### config.mk
export PLATFORM = sky130hd
export DESIGN_NAME = mas_ctrl
export DESIGN_NICKNAME = d
export VERILOG_FILES = /design/src/mas_pkg.sv /design/src/mas_ctrl.sv
export SDC_FILE = /design/constraint.sdc
export NUM_CORES = 1
export LEC_CHECK = 0
export CORE_AREA = 5 5 42 44
export CTS_CLUSTER_DIAMETER = 40
export DETAILED_ROUTE_END_ITERATION = 8
export DIE_AREA = 0 0 47 49
export DONT_BUFFER_PORTS = 1
export SYNTH_ARGS = -nofsm -noshare
export SYNTH_HDL_FRONTEND = slang
export SYNTH_SLANG_ARGS = --single-unit
### constraint.sdc
create_clock -name clk -period 2.6 [get_ports clk]
set_input_delay 0.39 -clock clk [delete_from_list [all_inputs] [get_ports clk]]
set_output_delay 0.39 -clock clk [all_outputs]
set_load 0.01 [all_outputs]
### src/mas_pkg.sv
// Shared types, constants and codes of the maximum-average segment search block.
`default_nettype none
package mas_pkg;

  localparam int FRAC_BITS  = 16;
  localparam int INT_BITS   = 8;
  localparam int MAX_ITEMS  = 1024;
  localparam int SAMPLE_W   = 8;
  localparam int MEAN_W     = INT_BITS + FRAC_BITS;
  localparam int HALVINGS   = INT_BITS + FRAC_BITS;
  localparam int HALF_W     = $clog2(HALVINGS + 1);
  localparam int MINLEN_W   = 11;
  localparam int HIGH_W     = 8;
  localparam int CFG_DATA_W = 11;
  localparam int SEG_W      = 10;
  localparam int BEST_W     = 24;

  // Configuration register indexes
  typedef enum logic [0:0] {
    CFG_MIN_LENGTH  = 1'b0,
    CFG_SEARCH_HIGH = 1'b1
  } cfg_idx_t;

  typedef struct packed {
    logic [SAMPLE_W-1:0] sample;
    logic                last;
  } in_item_t;

  typedef struct packed {
    logic              found;
    logic [SEG_W-1:0]  segment_start;
    logic [SEG_W-1:0]  segment_end;
    logic [BEST_W-1:0] best_mean;
  } out_item_t;

  typedef enum logic [2:0] {
    S_LOAD,
    S_SETUP,
    S_CHECK,
    S_PSTART,
    S_PRUN,
    S_PEND,
    S_FINISH
  } state_t;

  // Controller to datapath commands
  typedef struct packed {
    logic store;
    logic init;
    logic pstart;
    logic final_sel;
    logic run;
    logic update;
    logic publish;
  } cmd_t;

  // Datapath to controller status
  typedef struct packed {
    logic enough;
    logic done;
    logic out_busy;
  } stat_t;

endpackage
`default_nettype wire

### src/mas_ctrl.sv
// Sequencer for loading, the binary-search probes and result hand-off.
`default_nettype none
module mas_ctrl (
  input  wire logic          clk,
  input  wire logic          rst_n,
  input  wire logic          in_valid,
  input  wire logic          in_last,
  output logic               in_ready,
  input  wire mas_pkg::stat_t stat,
  output mas_pkg::cmd_t      cmd
);

  mas_pkg::state_t state_r, state_nxt;
  logic [mas_pkg::HALF_W-1:0] halve_r, halve_nxt;
  logic last_probe;

  assign last_probe = (halve_r == mas_pkg::HALF_W'(mas_pkg::HALVINGS));

  // Hold state and halving count
  always_ff @(posedge clk) begin
    if (!rst_n) begin
      state_r <= mas_pkg::S_LOAD;
      halve_r <= '0;
    end else begin
      state_r <= state_nxt;
      halve_r <= halve_nxt;
    end
  end

  // Advance the sequence
  always_comb begin
    state_nxt = state_r;
    halve_nxt = halve_r;
    unique case (state_r)
      mas_pkg::S_LOAD: begin
        if (in_valid && in_last) state_nxt = mas_pkg::S_SETUP;
      end
      mas_pkg::S_SETUP: begin
        halve_nxt = '0;
        state_nxt = mas_pkg::S_CHECK;
      end
      mas_pkg::S_CHECK: begin
        state_nxt = stat.enough ? mas_pkg::S_PSTART : mas_pkg::S_FINISH;
      end
      mas_pkg::S_PSTART: begin
        state_nxt = mas_pkg::S_PRUN;
      end
      mas_pkg::S_PRUN: begin
        if (stat.done) state_nxt = mas_pkg::S_PEND;
      end
      mas_pkg::S_PEND: begin
        if (last_probe) begin
          state_nxt = mas_pkg::S_FINISH;
        end else begin
          halve_nxt = halve_r + 1'b1;
          state_nxt = mas_pkg::S_PSTART;
        end
      end
      mas_pkg::S_FINISH: begin
        if (!stat.out_busy) state_nxt = mas_pkg::S_LOAD;
      end
      default: state_nxt = mas_pkg::S_LOAD;
    endcase
  end

  // Drive commands
  always_comb begin
    cmd          = '0;
    in_ready     = (state_r == mas_pkg::S_LOAD);
    cmd.store    = (state_r == mas_pkg::S_LOAD) && in_valid;
    cmd.init     = (state_r == mas_pkg::S_SETUP);
    cmd.pstart   = (state_r == mas_pkg::S_PSTART);
    cmd.final_sel = last_probe;
    cmd.run      = (state_r == mas_pkg::S_PRUN);
    cmd.update   = (state_r == mas_pkg::S_PEND) && !last_probe;
    cmd.publish  = (state_r == mas_pkg::S_FINISH) && !stat.out_busy;
  end

  a_last_starts: assert property (@(posedge clk) disable iff (!rst_n)
    cmd.store && in_last |=> state_r == mas_pkg::S_SETUP)
    else $error("last request did not start the search");

  a_publish_returns: assert property (@(posedge clk) disable iff (!rst_n)
    cmd.publish |=> state_r == mas_pkg::S_LOAD)
    else $error("publish did not return to load");

  a_halve_bound: assert property (@(posedge clk) disable iff (!rst_n)
    halve_r <= mas_pkg::HALF_W'(mas_pkg::HALVINGS))
    else $error("halving count overran");

endmodule
`default_nettype wire

==> run metrics <==
Syn Inst Count 71; Achievable Freq 0.549 GHz; RSZ-0062 raised after global routing no; fin crit period 1.82 ns; CTS root buffer clkbuf_4; Ports 15; measured slew at the worst slew-check pin approximately 0.51 ns; max-cap violations 0; Max IR drop VDD roughly 0.25 mV; most frequent cells in the layout dfxtp_1, inv_1, nand2_1, nand3_1, a21oi_1; CP Launch Type flop; Setup TNS Final 0 ns; final number of max-transition violations 0; worst path cell trace or2b_1, nor3b_1; status completed; CTS tree built; worst setup path startpoint state_r[1]; antenna cells 0; Worst Path Required 2.21 ns; maximum number of pins on one net before global-route repair 17; total CTS buffers 3; # port buffers 0; Clock Skews roughly 0.0031 ns; Post-CTS Repair Setup Buffers 0; count of state elements after synthesis 8; Hold Vio Cnt, Final 0; routability cong. 0.738; Max-slew headroom 0.657; Reg clk slew, reported paths 0.05 ns; initial core utilization 0.400; Pre-antenna DRT Iters 3; First DRT Iteration DRCs 9; post-synthesis mux area share 0; RR Endpoint halve_r[0]; hold_buf cts 0; CP delay by family, top simple AND/OR/NAND/NOR gates; Clock Latency Late Sink 0.25 ns; distinct cell type count after synthesis 29; dpl cells 83; RR Startpoint state_r[0]; Crit path largest cell delay 0.50 ns; Yosys warnings 0; Syn Std Cell Area 561 sq um; htree depth 1; Synth Area in XOR/XNOR 0; main combinational cell family by area after synthesis simple AND/OR/NAND/NOR gates; Compound-Gate Fraction of Synth Area 0.181; Final #Nets 81; Tcrit/Tclk final 0.700; final setup vio count 0; commonest non-fill, non-tap cell in the layout dfxtp_1; Total GRT Usage 0.114; CTS Sinks 8; Worst Path Class, Setup flop to primary output; vias in the first global route 408; clock buffer depth 2; Leakage ~0.26 nW; first-pass GRT wire length about 1.8 mm; core region area 0.00140 sq mm; Hold Path Class input pin to flop; routed wire length per instance 13.0 um; Simple-Gate Fraction of Synth Area 0.382; register area share after synthesis 0.286; cell area after layout 569 sq um; layout overhead on the synthesized area 1.56%; Worst EP arrival ~1.4 ns; Residual DRC 0; Die Span Y 49 um; Die Width between 40 and 50 um; crit-path max FO 11; syn nets 80; initial antenna violation count 0; Buf/Inv on CP 0; # fillers 158; DIE AREA 0.00230 sq mm; vias 478; Setup crit end kind primary output; row count 14; Hold Worst Slack 0.292 ns; final WL 1.11 mm; Crit-path slowest cell dfxtp_1; vias per inst about 5.6; Pwr Density ~450 mW/mm^2; syn_area_per_cell 7.89 sq um; DP Area 547 sq um; worst setup path end cmd[0]; Final ANT Viol Nets 0; Critical Path Stages 2; Synth Area in Adders 0.0446; r2r worst-path depth 3; gr ovfl total 0; number of gates resized after CTS 0; final cell count without fillers 86; reg-to-reg slack, setup approximately 1.3 ns; fin util 0.406; fraction of layout cells with a size suffix above 1 0.0714; HPWL after detailed placement 866 um
-- layout make-up --
type | instances | area, sq um | share of cell area
Multi-Input combinational cell | 52 | 340 | 0.598
Sequential cell | 8 | 160 | 0.281
Inverter | 7 | 26.3 | 0.0462
Clock buffer | 3 | 22.5 | 0.0396
Tap cell | 16 | 20.0 | 0.0352
-- cell families (layout without fill, tap and decap cells) --
kind of cell / Yosys count / count (layout)
flip-flops: 8 / 8
buffers and inverters: 11 / 10
AO/OA/AOI/OAI: 15 / 15
adder cells (fa/ha/maj): 2 / 2
AND/OR/NAND/NOR: 35 / 35
-- worst min-delay path by stage --
stage | from | slack, ns | cells past startpoint | end
2_1_floorplan | halve_r[4] | 0.47 | 2 | halve_r[4]
3_5_place_dp | halve_r[0] | 0.51 | 2 | halve_r[0]
5_1_grt | rst_n | 0.30 | 2 | halve_r[2]
3_3_place_gp | halve_r[4] | 0.50 | 2 | halve_r[4]
6_report | rst_n | 0.29 | 2 | halve_r[0]
4_1_cts | rst_n | 0.29 | 2 | halve_r[0]
-- cell usage after synthesis (all sizes together) --
library cell | count | area [sq um]
a211o | 1 | 8.76
inv | 7 | 26.3
ha | 2 | 25.0
a31oi | 2 | 12.5
nand3 | 5 | 25.0
or2b | 2 | 15.0
o32ai | 1 | 8.76
nor3 | 1 | 5.00
buf | 4 | 33.8
nor2b | 4 | 25.0
nor2 | 2 | 7.51
and2b | 1 | 7.51
o2111ai | 1 | 8.76
nand3b | 2 | 27.5
dfxtp | 8 | 160
or3 | 3 | 18.8
nand2 | 7 | 26.3
and2 | 2 | 12.5
a21oi | 5 | 25.0
o21ai | 1 | 5.00
nand2b | 3 | 18.8
and3b | 1 | 8.76
o31ai | 1 | 12.5
nor3b | 1 | 7.51
o22ai | 2 | 12.5
nand4b | 1 | 8.76
a21o | 1 | 7.51
-- metal layers --
| metal | part of all wire | wire length, um | global-route usage | up-vias |
|---|---|---|---|---|
| met4 | 0.032 | 36 | 0.0968 | 0 |
| li1 | - | - | - | 244 |
| met2 | 0.41 | 460 | 0.124 | 11 |
| met5 | 0 | 0 | 0 | - |
| met1 | 0.46 | 513 | 0.151 | 219 |
| met3 | 0.092 | 103 | 0.0627 | 4 |
-- flip-flops by register name, summed over array words and instances, names as in the netlist --
register,count
halve_r,5
state_r,3
-- per-stage QoR --
stage               total power, mW  setup WS [ns]
finish                        0.257          0.779
detailed placement            0.166           1.05
global route                  0.277          0.680
CTS                           0.262          0.760
floorplan                     0.164           1.12
global placement              0.165           1.07
-- report_power, final --
group	internal [mW]	leakage [nW]	switching [mW]
logic	0.0131	0.183	0.0173
registers	0.125	0.0647	0.00755
clock network	0.0527	0.0138	0.0411
No activity file was read; power rests on OpenSTA's default activity.
